<file path="config.mk">
export PLATFORM = sky130hd
export DESIGN_NAME = unordered_key_list
export DESIGN_NICKNAME = d
export VERILOG_FILES = /design/src/sv/ukl_pkg.sv /design/src/sv/ukl_ram.sv /design/src/sv/ukl_engine.sv /design/src/sv/unordered_key_list.sv
export SDC_FILE = /design/constraint.sdc
export NUM_CORES = 1
export LEC_CHECK = 0
export ABC_AREA = 1
export BUFFER_PORTS_ARGS = -buffer_cell sky130_fd_sc_hd__buf_4
export CORE_ASPECT_RATIO = 1.75
export CORE_MARGIN = 2
export CORE_UTILIZATION = 65
export DETAILED_ROUTE_END_ITERATION = 10
export PLACE_DENSITY = 0.92
export SYNTH_ARGS = -nofsm -noshare
export SYNTH_HDL_FRONTEND = slang
export SYNTH_SLANG_ARGS = --single-unit
export TNS_END_PERCENT = 100
</file>
<file path="constraint.sdc">
create_clock -name aclk -period 10.7 [get_ports aclk]
set_input_delay 0.535 -clock aclk [delete_from_list [all_inputs] [get_ports aclk]]
set_output_delay 0.535 -clock aclk [all_outputs]
set_load 0.05 [all_outputs]
</file>
<file path="src/sv/ukl_pkg.sv">
// ----------------------------------------------------------------------------
// ukl_pkg
// Shared constants, codes and types for the unordered key list.
// ----------------------------------------------------------------------------
package ukl_pkg;

    localparam int CAPACITY = 16;
    localparam int IDX_W    = (CAPACITY > 1) ? $clog2(CAPACITY) : 1;
    localparam int CNT_W    = $clog2(CAPACITY + 1);
    localparam int KEY_W    = 32;

    localparam int FUNC_W   = 2;
    localparam int STATUS_W = 2;
    localparam int POS_W    = 4;
    localparam int ECNT_W   = 5;

    typedef logic [FUNC_W-1:0]   func_t;
    typedef logic [STATUS_W-1:0] status_t;
    typedef logic [KEY_W-1:0]    key_t;
    typedef logic [IDX_W-1:0]    idx_t;
    typedef logic [CNT_W-1:0]    cnt_t;

    localparam func_t FUNC_INSERT = 2'd0;
    localparam func_t FUNC_SEARCH = 2'd1;
    localparam func_t FUNC_DELETE = 2'd2;

    localparam status_t STATUS_OK        = 2'd0;
    localparam status_t STATUS_NOT_FOUND = 2'd1;
    localparam status_t STATUS_FULL      = 2'd2;
    localparam status_t STATUS_UNUSED    = 2'd3;

    typedef enum logic [1:0] {
        ST_IDLE,
        ST_SCAN,
        ST_SHIFT,
        ST_RESULT
    } ukl_state_t;

    typedef struct packed {
        status_t           status;
        logic [POS_W-1:0]  position;
        logic [ECNT_W-1:0] entry_count;
    } ukl_result_t;

endpackage

</file>
<file path="src/sv/ukl_ram.sv">
// ----------------------------------------------------------------------------
// ukl_ram
// Generic single-write, single-read RAM with registered read data.
// ----------------------------------------------------------------------------
module ukl_ram #(
    parameter int WIDTH = 32,
    parameter int DEPTH = 16
) (
    input  logic                                   aclk,
    input  logic                                   wr_en,
    input  logic [((DEPTH > 1) ? $clog2(DEPTH) : 1)-1:0] wr_addr,
    input  logic [WIDTH-1:0]                       wr_data,
    input  logic [((DEPTH > 1) ? $clog2(DEPTH) : 1)-1:0] rd_addr,
    output logic [WIDTH-1:0]                       rd_data
);

    logic [WIDTH-1:0] mem_reg [DEPTH];
    logic [WIDTH-1:0] rd_data_reg;

    always_ff @(posedge aclk) begin
        if (wr_en) begin
            mem_reg[wr_addr] <= wr_data;
        end
        rd_data_reg <= mem_reg[rd_addr];
    end

    assign rd_data = rd_data_reg;

endmodule

</file>
<file path="src/sv/ukl_engine.sv">
// ----------------------------------------------------------------------------
// ukl_engine
// Sequencer: append, linear scan and shift-down delete over the key RAM.
// ----------------------------------------------------------------------------
module ukl_engine
    import ukl_pkg::*;
(
    input  logic        aclk,
    input  logic        aresetn,
    input  logic        in_valid,
    output logic        in_ready,
    input  func_t       in_func,
    input  key_t        in_key,
    output logic        res_valid,
    input  logic        res_ready,
    output ukl_result_t res
);

    ukl_state_t  state_reg, state_next;
    func_t       func_reg, func_next;
    key_t        key_reg, key_next;
    idx_t        idx_reg, idx_next;
    cnt_t        count_reg, count_next;
    ukl_result_t res_reg, res_next;

    logic        wr_en;
    idx_t        wr_addr;
    key_t        wr_data;
    idx_t        rd_addr;
    key_t        rd_data;

    logic             accept;
    logic             match;
    cnt_t             idx_inc;
    logic [CNT_W:0]   shift_inc;
    logic             scan_more;
    logic             shift_more;
    logic             full;

    ukl_ram #(
        .WIDTH (KEY_W),
        .DEPTH (CAPACITY)
    ) u_keys (
        .aclk    (aclk),
        .wr_en   (wr_en),
        .wr_addr (wr_addr),
        .wr_data (wr_data),
        .rd_addr (rd_addr),
        .rd_data (rd_data)
    );

    assign in_ready   = (state_reg == ST_IDLE);
    assign res_valid  = (state_reg == ST_RESULT);
    assign res        = res_reg;
    assign accept     = in_valid && in_ready;
    assign match      = (rd_data == key_reg);
    assign idx_inc    = CNT_W'(idx_reg) + CNT_W'(1);
    assign shift_inc  = (CNT_W+1)'(idx_reg) + (CNT_W+1)'(2);
    assign scan_more  = (idx_inc < count_reg);
    assign shift_more = (shift_inc < {1'b0, count_reg});
    assign full       = (count_reg >= CNT_W'(CAPACITY));

    // next state
    always_comb begin
        state_next = state_reg;
        case (state_reg)
            ST_IDLE: begin
                if (accept) begin
                    if ((in_func == FUNC_SEARCH || in_func == FUNC_DELETE)
                        && count_reg != '0) begin
                        state_next = ST_SCAN;
                    end else begin
                        state_next = ST_RESULT;
                    end
                end
            end
            ST_SCAN: begin
                if (match) begin
                    state_next = (func_reg == FUNC_DELETE && scan_more) ? ST_SHIFT : ST_RESULT;
                end else begin
                    state_next = scan_more ? ST_SCAN : ST_RESULT;
                end
            end
            ST_SHIFT: begin
                state_next = shift_more ? ST_SHIFT : ST_RESULT;
            end
            ST_RESULT: begin
                if (res_ready) begin
                    state_next = ST_IDLE;
                end
            end
            default: state_next = ST_IDLE;
        endcase
    end

    // datapath and RAM control
    always_comb begin
        func_next  = func_reg;
        key_next   = key_reg;
        idx_next   = idx_reg;
        count_next = count_reg;
        res_next   = res_reg;
        wr_en      = 1'b0;
        wr_addr    = idx_reg;
        wr_data    = rd_data;
        rd_addr    = IDX_W'(idx_inc);
        case (state_reg)
            ST_IDLE: begin
                rd_addr = '0;
                if (accept) begin
                    func_next            = in_func;
                    key_next             = in_key;
                    idx_next             = '0;
                    res_next.status      = STATUS_OK;
                    res_next.position    = '0;
                    res_next.entry_count = ECNT_W'(count_reg);
                    case (in_func)
                        FUNC_INSERT: begin
                            if (full) begin
                                res_next.status = STATUS_FULL;
                            end else begin
                                wr_en                = 1'b1;
                                wr_addr              = IDX_W'(count_reg);
                                wr_data              = in_key;
                                count_next           = count_reg + CNT_W'(1);
                                res_next.position    = POS_W'(count_reg);
                                res_next.entry_count = ECNT_W'(count_reg + CNT_W'(1));
                            end
                        end
                        FUNC_SEARCH, FUNC_DELETE: begin
                            if (count_reg == '0) begin
                                res_next.status = STATUS_NOT_FOUND;
                            end
                        end
                        default: ;
                    endcase
                end
            end
            ST_SCAN: begin
                if (match) begin
                    res_next.position = POS_W'(idx_reg);
                    if (func_reg == FUNC_DELETE && !scan_more) begin
                        count_next           = count_reg - CNT_W'(1);
                        res_next.entry_count = ECNT_W'(count_reg - CNT_W'(1));
                    end
                end else if (scan_more) begin
                    idx_next = IDX_W'(idx_inc);
                end else begin
                    res_next.status = STATUS_NOT_FOUND;
                end
            end
            ST_SHIFT: begin
                // rd_data holds entry idx+1; move it down one slot
                wr_en   = 1'b1;
                wr_addr = idx_reg;
                wr_data = rd_data;
                rd_addr = IDX_W'(shift_inc);
                if (shift_more) begin
                    idx_next = IDX_W'(idx_inc);
                end else begin
                    count_next           = count_reg - CNT_W'(1);
                    res_next.entry_count = ECNT_W'(count_reg - CNT_W'(1));
                end
            end
            ST_RESULT: ;
            default: ;
        endcase
    end

    always_ff @(posedge aclk) begin
        if (!aresetn) begin
            state_reg <= ST_IDLE;
            count_reg <= '0;
        end else begin
            state_reg <= state_next;
            count_reg <= count_next;
        end
    end

    always_ff @(posedge aclk) begin
        func_reg <= func_next;
        key_reg  <= key_next;
        idx_reg  <= idx_next;
        res_reg  <= res_next;
    end

endmodule

</file>
<file path="src/sv/unordered_key_list.sv">
// ----------------------------------------------------------------------------
// unordered_key_list
// Insertion-ordered list of signed 32-bit keys: append, search, delete.
// ----------------------------------------------------------------------------
// Usage:
//   Input stream (s_*): s_tuser carries the function (insert, search,
//   delete first match), s_tdata the key. One result word per input word
//   leaves on m_*: m_tuser is the status, m_tdata the position and the
//   number of keys held afterwards.
//   Keys sit in a 16 x 32 RAM with registered read. Insert writes at the
//   tail. Search reads one entry per cycle from the head, then hands off
//   the result. Delete scans the same way, then moves each later entry
//   down one slot, one per cycle. The scan/shift loop runs over the single
//   read port of the RAM.
//   Results land in an output register; s_tready returns high as soon as
//   the result has moved there, so the next word is taken while that
//   result still waits for m_tready. A stalled receiver holds the output
//   register, which in turn holds the sequencer in its result state.
//   Reset (aresetn low, synchronous) empties the list and drops m_tvalid;
//   RAM contents are not cleared since only entries below the count are read.
// ----------------------------------------------------------------------------
module unordered_key_list
    import ukl_pkg::*;
(
    input  logic        aclk,
    input  logic        aresetn,
    input  logic        s_tvalid,
    output logic        s_tready,
    input  logic [31:0] s_tdata,   // [31:0] key
    input  logic [1:0]  s_tuser,   // [1:0] func
    output logic        m_tvalid,
    input  logic        m_tready,
    output logic [15:0] m_tdata,   // [3:0] position, [8:4] entry_count, rest zero
    output logic [1:0]  m_tuser    // [1:0] status
);

    logic        res_valid;
    logic        res_ready;
    ukl_result_t res;

    logic        m_tvalid_reg, m_tvalid_next;
    ukl_result_t m_res_reg, m_res_next;

    ukl_engine u_engine (
        .aclk      (aclk),
        .aresetn   (aresetn),
        .in_valid  (s_tvalid),
        .in_ready  (s_tready),
        .in_func   (s_tuser),
        .in_key    (s_tdata),
        .res_valid (res_valid),
        .res_ready (res_ready),
        .res       (res)
    );

    // output register: free when empty or being drained this cycle
    assign res_ready = !m_tvalid_reg || m_tready;

    always_comb begin
        m_tvalid_next = m_tvalid_reg;
        m_res_next    = m_res_reg;
        if (res_ready) begin
            m_tvalid_next = res_valid;
            if (res_valid) begin
                m_res_next = res;
            end
        end
    end

    always_ff @(posedge aclk) begin
        if (!aresetn) begin
            m_tvalid_reg <= 1'b0;
        end else begin
            m_tvalid_reg <= m_tvalid_next;
        end
    end

    always_ff @(posedge aclk) begin
        m_res_reg <= m_res_next;
    end

    assign m_tvalid = m_tvalid_reg;
    assign m_tuser  = m_res_reg.status;
    assign m_tdata  = {7'd0, m_res_reg.entry_count, m_res_reg.position};

endmodule

</file>
== After elaboration in Yosys (flattened, before gate mapping) ==
Memory sizes are Yosys's and may differ from the RTL's. A register that Yosys moved wholly into a read port is not among the register bits.
Index checks and enable logic that the tools add are counted.

* Bits in writable memories: 512
* Memories: 1
* Bits in registers: 68
* Logic and storage cells: 107

* $lt $le $gt $ge: 3
* Equality and inequality tests: 18
* Reductions and logical operators: 23
* Muxes and demuxes: 46
* Add/sub/neg operators: 4

{| class="wikitable"
|+ Memory list
! memory !! depth !! bits a word !! rd ports !! clocked after memory_dff !! write ports !! RTL line !! source
|-
| u_engine.u_keys.mem_reg || 16 || 32 || 1 || 1 || 1 || ukl_ram.sv:17 || <nowiki>logic [WIDTH-1:0] mem_reg [DEPTH];</nowiki>
|}

{| class="wikitable"
|+ Operators with widths
! operator !! number
|-
| $mux 32 || 4
|-
| $eq 32x32->1 || 1
|-
| $mux 4 || 8
|-
| $mux 5 || 6
|-
| $pmux 5 s3 || 2
|-
| $mux 9 || 3
|-
| $mux 2 || 8
|-
| $ne 2x2->1 const B || 6
|-
| $pmux 4 s3 || 1
|-
| $pmux 6 s2 || 1
|-
| $mux 11 || 1
|-
| $ne 2x1->1 const B || 5
|-
| $reduce_and 5->1 || 2
|-
| $eq 2x2->1 const B || 4
|-
| $mux 1 || 8
|-
| $pmux 2 s4 || 1
|-
| $pmux 4 s2 || 1
|-
| $reduce_and 7->1 || 1
|-
| $lt 6x5->1 || 1
|-
| $reduce_and 2->1 || 3
|-
| $add 4x1->5 const B || 1
|-
| $add 4x2->5 const B || 1
|-
| $add 5x1->5 const B || 1
|-
| $ge 5x5->1 const B || 1
|-
| other kinds (16) || 23
|}

== Depth between registers and ports, before layout ==
Gate-level depths: netlist (run 1).

* Word-level depth: 7
* Mapped depth: 16
* Gate-level depth less buffers: 16

== Hierarchy ==
A second synthesis (run 1) with hierarchy kept.

* Cells, all modules: 2600
* Area, all modules: 26805.7 um^2

{| class="wikitable"
|+ Modules (own cells, without submodules)
! module !! area each (um^2) !! sequential area each (um^2) !! instances !! cells an instance
|-
| ukl_ram || 22730.6 || 16015.4 || 1 || 2120
|-
| ukl_engine || 3637.2 || 1611.5 || 1 || 454
|-
| unordered_key_list || 437.9 || 350.3 || 1 || 26
|}

== Worst setup path before layout (run 1) ==
OpenSTA, ideal clock, no wires.

* Kind: register to register
* Start point: register u_engine.state_reg[0]
* End point: memory u_engine.u_keys.mem_reg[1][0], enable pin
* Clock period less this slack: 4668 ps
* Path buffers: 0
* Data required time: 10239 ps
* Library setup time: 461 ps
* Stages on the path, launching flop included: 9
* Arrival: 4207 ps
* Path slack: 6032 ps
* Cells stage by stage: dfxtp_1 inv_1 ha_1 nand2_1 inv_1 nand2_1 o21a_1 nand2_1 nor3_1

* Word-level cells in the longest chain between the ends: 6

{| class="wikitable"
|+ RTL lines
! what !! RTL line !! source
|-
| from (decl) || ukl_engine.sv:19 || <nowiki>ukl_state_t state_reg, state_next;</nowiki>
|-
| from (signal assigned) || ukl_engine.sv:175 || <nowiki>state_reg <= state_next;</nowiki>
|-
| $logic_not 2->1 (*) || ukl_engine.sv:52 || <nowiki>assign in_ready = (state_reg == ST_IDLE);</nowiki>
|-
| net s_tready || unordered_key_list.sv:28 || <nowiki>output logic s_tready,</nowiki>
|-
| $logic_and 1x1->1 || ukl_engine.sv:55 || <nowiki>assign accept = in_valid && in_ready;</nowiki>
|-
| $mux 1 || ukl_engine.sv:110 || <nowiki>if (accept) begin</nowiki>
|-
| $pmux 1 s2 || ukl_engine.sv:107 || <nowiki>case (state_reg)</nowiki>
|-
| $mux 1 || ukl_ram.sv:21 || <nowiki>if (wr_en) begin</nowiki>
|-
| $mux 1 (implied by the code) || ukl_ram.sv:22 || <nowiki>mem_reg[wr_addr] <= wr_data;</nowiki>
|-
| to (decl) || ukl_ram.sv:17 ||
|}

The timed path passes the listed nets; every way through them passes the cells marked *.

== Worst setup path in the final report (run 1) ==
* Start point: register u_engine.state_reg[0]
* End point: memory u_engine.u_keys.mem_reg[12][1], enable pin

* Word-level cells in the longest chain between the ends: 6

{| class="wikitable"
|+ RTL lines
! what !! RTL line
|-
| $logic_not 2->1 || ukl_engine.sv:52, ukl_engine.sv:107
|-
| $logic_and 1x1->1 || ukl_engine.sv:55
|-
| $mux 1 || ukl_engine.sv:110
|-
| $pmux 1 s2 || ukl_engine.sv:107
|-
| $mux 1 || ukl_ram.sv:21
|-
| $mux 1 (implied by the code) || ukl_ram.sv:22
|}

Parallel ways exist; a longest one is shown, timed or not.

==> results of run 1 <==
-- layout make-up --
| type | count | area, um2 | area share |
|---|---|---|---|
| Sequential cell | 612 | 18000 | 0.645 |
| Multi-Input combinational cell | 1106 | 5800 | 0.208 |
| Clock buffer | 60 | 1340 | 0.0480 |
| Inverter | 326 | 1220 | 0.0439 |
| Tap cell | 485 | 607 | 0.0218 |
| Timing Repair Buffer | 72 | 566 | 0.0203 |
| Clock inverter | 33 | 358 | 0.0128 |
-- power breakdown --
| group | total (mW) | switching [mW] | internal (mW) |
|---|---|---|---|
| registers | 3.44 | 0.137 | 3.30 |
| logic | 3.78 | 2.79 | 0.992 |
| clock network | 1.92 | 0.850 | 1.07 |
-- synth_stat cells, drive strengths merged, types with 2 or more instances --
library cell and number:
nor2 54, inv 326, clkbuf 36, o21ai 164
xnor2 24, o21a 2, or2 3, nand4 6
dfxtp 40, buf 84, o211ai 130, ha 19
xor2 2, edfxtp 572, nor3 9, a21oi 139
nand3 207, nand2 335
-- cells by family after synthesis --
kind of cell / count (synthesis) / share of synthesized area
other: 1 / 0.000147
AND/OR/NAND/NOR: 616 / 0.103
adder cells (fa/ha/maj): 19 / 0.00935
buffers and inverters: 446 / 0.0716
flip-flops: 612 / 0.707
AO/OA/AOI/OAI: 438 / 0.0996
XOR/XNOR: 26 / 0.00896
-- routing by layer --
layer	wire, um	GRT usage
met1	20000	0.341
met2	32600	0.532
met3	6230	0.0505
met4	4430	0.208
met5	0	0
-- worst register-to-register path, cell delays in order (launching register included) --
cell,delay [ns]
dfxtp_1,0.33
inv_1,0.10
ha_1,0.33
nand2_1,0.20
nor2_4,0.14
buf_4,0.29
inv_2,0.38
o21ai_0,0.59
nand3_1,0.47
nor2_4,1.10
-- per-stage QoR --
step                      setup WS, ns  instances
after floorplan                   6.03       2164
after global placement            6.62       2601
after detailed placement          6.38       2601
after CTS                         6.53       2694
after global routing              6.31       2694
final                             6.35       2694
-- final timing paths --
kind,endpoint,slack [ns]
worst max-delay path,u_engine.u_keys.mem_reg[12][1],6.35
worst min-delay path,u_engine.key_reg[5],0.11
worst max register to register,u_engine.u_keys.mem_reg[12][1],6.35
worst min register to register,m_tdata[4],0.42
-- cells in the final DEF, fill, tap and decap left out, drive strengths merged, types with 2 or more instances in the layout --
cell and count:
buf 72, a21oi 139, conb 7, clkinvlp 2, o211ai 130, nand4 6
o21a 2, nand2 335, inv 328, nor2 54, bufinv 7, clkbuf 60
o21ai 164, ha 19, xnor2 24, clkinv 22, edfxtp 572, nand3 207
or2 3, dfxtp 40, nor3 9, xor2 2
==> reports/metrics.cfg, run 1 <==
[run_status]
outcome = completed

[detailed_routing]
vias_per_cell = 6.47
drcViolationCount = 0
firstDrtPassIters = 6
wl_mm = 63.2
drt_iter0_markers = 2657
antenna_left = 0
routedWlPerCell_um = 23.5
vias = 17400

[critical_path]
critPathTopFamily = simple AND/OR/NAND/NOR gates
worst-path-stages = 9
r2r_start = u_engine.state_reg[0]
worst_r2r_path_depth = 9
crit_chain = inv_1 > ha_1 > nand2_1 > nor2_4 > buf_4 > inv_2 > o21ai_0 > nand3_1 > nor2_4
critPathMaxStageDelay_ns = 1.10
cp_max_fo = 32
critPathBufInv = 3
cp.arrival_ns = 4.54
required_ns = 10.89
critPathKind = reg -> reg
slowest_stage = nor2_4
endpoint_kind = flip-flop
cp_common_cell = nor2_4
crit_start = u_engine.state_reg[0]
start_kind = flip-flop

[clocking]
htree_levels = 2
path_clk_slew_ns = 0.07
cts_inserted_buffers = 50
postCtsHoldBufs = 0
clk_path_buf_depth = 3
cts_tree = yes
clock_latency_ns = 0.61
root_buffer = clkbuf_16
cts.sinks = 612
cts_resized = 0
cts_setup_buffers = 0

[pwr]
power_mw = 9.13
p_per_area_mw_per_mm2 = 328
p_leak_nw = 10.4
irDropWorstVdd_mv = 0.419

[sta]
relSlewSlack = 0.104
period_share = 0.406
period_minus_slack_ns = 4.35
rsz0062_at_grt = false
max_freq_mhz = 230
worst_pin_slew_ns = 1.33
skew_ns = 0.0283
drv_slew = 0
hold_viol_final = 0
final-setup-viol-count = 0
setup_tns_ns = 0
worst_hold_slack_ns = 0.114

[synthesis]
synth_area_leaders = edfxtp_1 (68%), nand2_1 (4.9%), inv_1 (4.7%), nand3_1 (4.1%), o211ai_1 (3.8%)
ys_ff_latch = 612
netlist_area_mm2 = 0.0254
synth_edf_count = 572
synthFlopType = edfxtp_1
synthCells = 2158
synth_top_cell_by_area = edfxtp_1
synth_top_cell_area_share = 0.676
ys_seq_area_frac = 0.707
avgSynthCellArea_um2 = 11.8
synthDistinctLibCells = 31
ys_async_sr_fraction = 0
yosysWarnings = 0

[worst_hold_path]
min_delay_path_depth = 1
hold_path.class = in -> reg
hp-start = s_tdata[5]

[final_layout]
fin_area_mm2 = 0.0279
n_antenna_cell = 0
fill_cells = 2201
layout-drive-gt1-share = 0.0828
largest_reg_flops = 512
fin_nets = 2225
finish.utilization = 0.724
layout-area-overhead-vs-synth_pct = 9.62

[global_routing]
grt_pass1_wl_mm = 95.4
grt_pass1_vias = 17500
grt_antenna_before_repair = 0
grt-ovfl-total = 0
grt_max_degree = 284
grt_usage = 0.305

[place]
gp_congestion = 0.891
dpl_cell_area_mm2 = 0.0262
port_buffers = 50
hpwl_mm = 35.5

[floorplan]
die_h_um = 266
io_pins = 58
die_w_um = 154
placementRows = 95
initial_utilization = 0.660
dieArea_mm2 = 0.0408
core_mm2 = 0.0385

[job]
cap_viol_max_count = 0

No activity file was read; power rests on OpenSTA's default activity.
==> run 2, diff against run 1 <==
ABC_AREA = 0   (was 1)
CORE_UTILIZATION = 62   (was 65)
PLACE_DENSITY = 0.89   (was 0.92)
clock period = 4 ns   (was 10.7 ns; I/O delays follow)
==> reports/metrics.cfg, run 2 <==
[clocking]
cts_resized = 0
cts_tree = yes
clock_latency_ns = 0.59
clk_path_buf_depth = 3
htree_levels = 2
cts_setup_buffers = 0
root_buffer = clkbuf_16
path_clk_slew_ns = 0.07
cts.sinks = 612
cts_inserted_buffers = 49

[sta]
max_freq_mhz = 293
period_share = 0.854
skew_ns = 0.0272
hold_viol_final = 0
relSlewSlack = 0.228
period_minus_slack_ns = 3.42
drv_slew = 0
rsz0062_at_grt = false
setup_tns_ns = 0
worst_pin_slew_ns = 1.16
final-setup-viol-count = 0

[place]
dp.cells = 1739
dpl_cell_area_mm2 = 0.0252
port_buffers = 50
gp_congestion = 0.891
hpwl_mm = 31.2

[final_layout]
layout-drive-gt1-share = 0.266
largest_reg_flops = 512
n_antenna_cell = 0
finish.utilization = 0.708
fin_nets = 1399
final_common_cell = edfxtp_1
layout-area-overhead-vs-synth_pct = 12.7
fin_area_mm2 = 0.0272
fin_cells = 1867
final_cell_mix = edfxtp_1 (572), mux4_2 (128), nand2_1 (88)

[detailed_routing]
vias_per_cell = 6.84
wl_mm = 57.3
routedWlPerCell_um = 30.7
antenna_left = 0
vias = 12800
drcViolationCount = 0
drt_iter0_markers = 1728
firstDrtPassIters = 5

[floorplan]
io_pins = 58
die_w_um = 153
initial_utilization = 0.628
core_mm2 = 0.0384
placementRows = 95
dieArea_mm2 = 0.0405
die_h_um = 265

[synthesis]
synth_top_cell_by_area = edfxtp_1
avgSynthCellArea_um2 = 19.6
yosysWarnings = 0
ys_top_cells_by_count = edfxtp_1 (572), mux4_2 (128), nand2_1 (89)
synthCells = 1230
synth_area_leaders = edfxtp_1 (71%), mux4_2 (12%), dfxtp_1 (3.3%), mux2_2 (1.5%), nand2_1 (1.4%)
synthDistinctLibCells = 46
synth_top_cell_area_share = 0.713
ys_seq_area_frac = 0.746
ys_async_sr_fraction = 0
synth_edf_count = 572
netlist_area_mm2 = 0.0241
ys_ff_latch = 612
synthFlopType = edfxtp_1
yosysMostFrequentCell = edfxtp_1

[job]
cap_viol_max_count = 0

[global_routing]
grt_usage = 0.286
grt_antenna_before_repair = 0
grt_pass1_vias = 13300
grt-ovfl-total = 0
grt_pass1_wl_mm = 84.6
grt_max_degree = 65

[critical_path]
critPathKind = reg -> reg
cp_max_fo = 32
worst_r2r_path_depth = 7
cp.arrival_ns = 3.60
required_ns = 4.18
start_kind = flip-flop
endpoint_kind = flip-flop

[pwr]
p_leak_nw = 8.86
irDropWorstVdd_mv = 0.570
p_per_area_mw_per_mm2 = 828

[worst_hold_path]
hold_path.class = in -> reg
min_delay_path_depth = 4

[run_status]
outcome = completed

-- run 2: changes by cell type in the layout (fill, tap and decap cells not counted), moves of 22 or more --
cell and change:
o211ai_1 -130, o21ai_0 -128, inv_1 -302, mux4_2 +128
nand2_1 -247, nand3_1 -204, and2_1 +35, a31oi_1 +40
o21ai_1 -22, mux2_2 +32, a21oi_1 -129, dlygate4sd3_1 +37
nor2_1 -29
-- run 2: final timing paths --
check,start,end,slack [ns]
max,u_engine.state_reg[0],u_engine.u_keys.mem_reg[8][11],0.58
min,s_tvalid,u_engine.state_reg[1],0.15
min reg2reg,u_engine.res[2],m_tdata[6],0.42
max reg2reg,u_engine.state_reg[0],u_engine.u_keys.mem_reg[8][11],0.58
-- run 2: report_power, final --
group | switching (mW) | internal [mW]
registers | 0.438 | 8.75
logic | 5.15 | 3.40
clock network | 2.24 | 2.51
total | 7.83 | 14.7
-- run 2: metrics by stage --
step / hold slack [ns] / worst slack (ns) / total power, mW
after CTS: 0.117 / 0.619 / 22.4
final: 0.155 / 0.582 / 22.5
after floorplan: 0.299 / -0.468 / 15.2
after global placement: 0.389 / 0.800 / 17.1
after global routing: 0.188 / 0.476 / 23.3
after detailed placement: 0.391 / 0.707 / 17.5
-- run 2: kinds of logic after synthesis --
logic type      after synthesis  synth area share
xor+xnor                     38            0.0138
flops                       612             0.746
buf+inv                      85            0.0194
compound gates              114            0.0357
fa+ha+maj                    19           0.00986
other cells                   1          0.000156
simple gates                196            0.0386
mux                         165             0.137
-- run 2: critical path: stages, from the launching register on --
cell	delay [ns]
dfxtp_1	0.38
inv_1	0.08
ha_1	0.33
and2_2	0.24
nand2_2	0.19
buf_4	0.33
a31oi_1	0.42
nor2_4	1.02
-- run 2: final cells by class --
type	count	area [um2]
flip-flops and latches	612	18000
fillers	2137	11200
multi-input cells	539	5820
clock buffers	60	1290
repair buffers	123	1140
well taps	485	607
clock inverters	31	264
inverters	17	63.8
-- run 2: metal layers --
layer	vias to the layer above	track usage	share of wire
li1	5157	-	-
met1	6522	0.350	0.34
met2	870	0.491	0.52
met3	213	0.0410	0.081
met4	0	0.159	0.061
met5	-	0	0
-- run 2: repair_timing --
| item | CTS | global route |
|---|---|---|
| endpoints found under the setup margin | 0 | 0 |
| hold buffers | 37 | 0 |
| hold endpoints to repair | 41 | 0 |
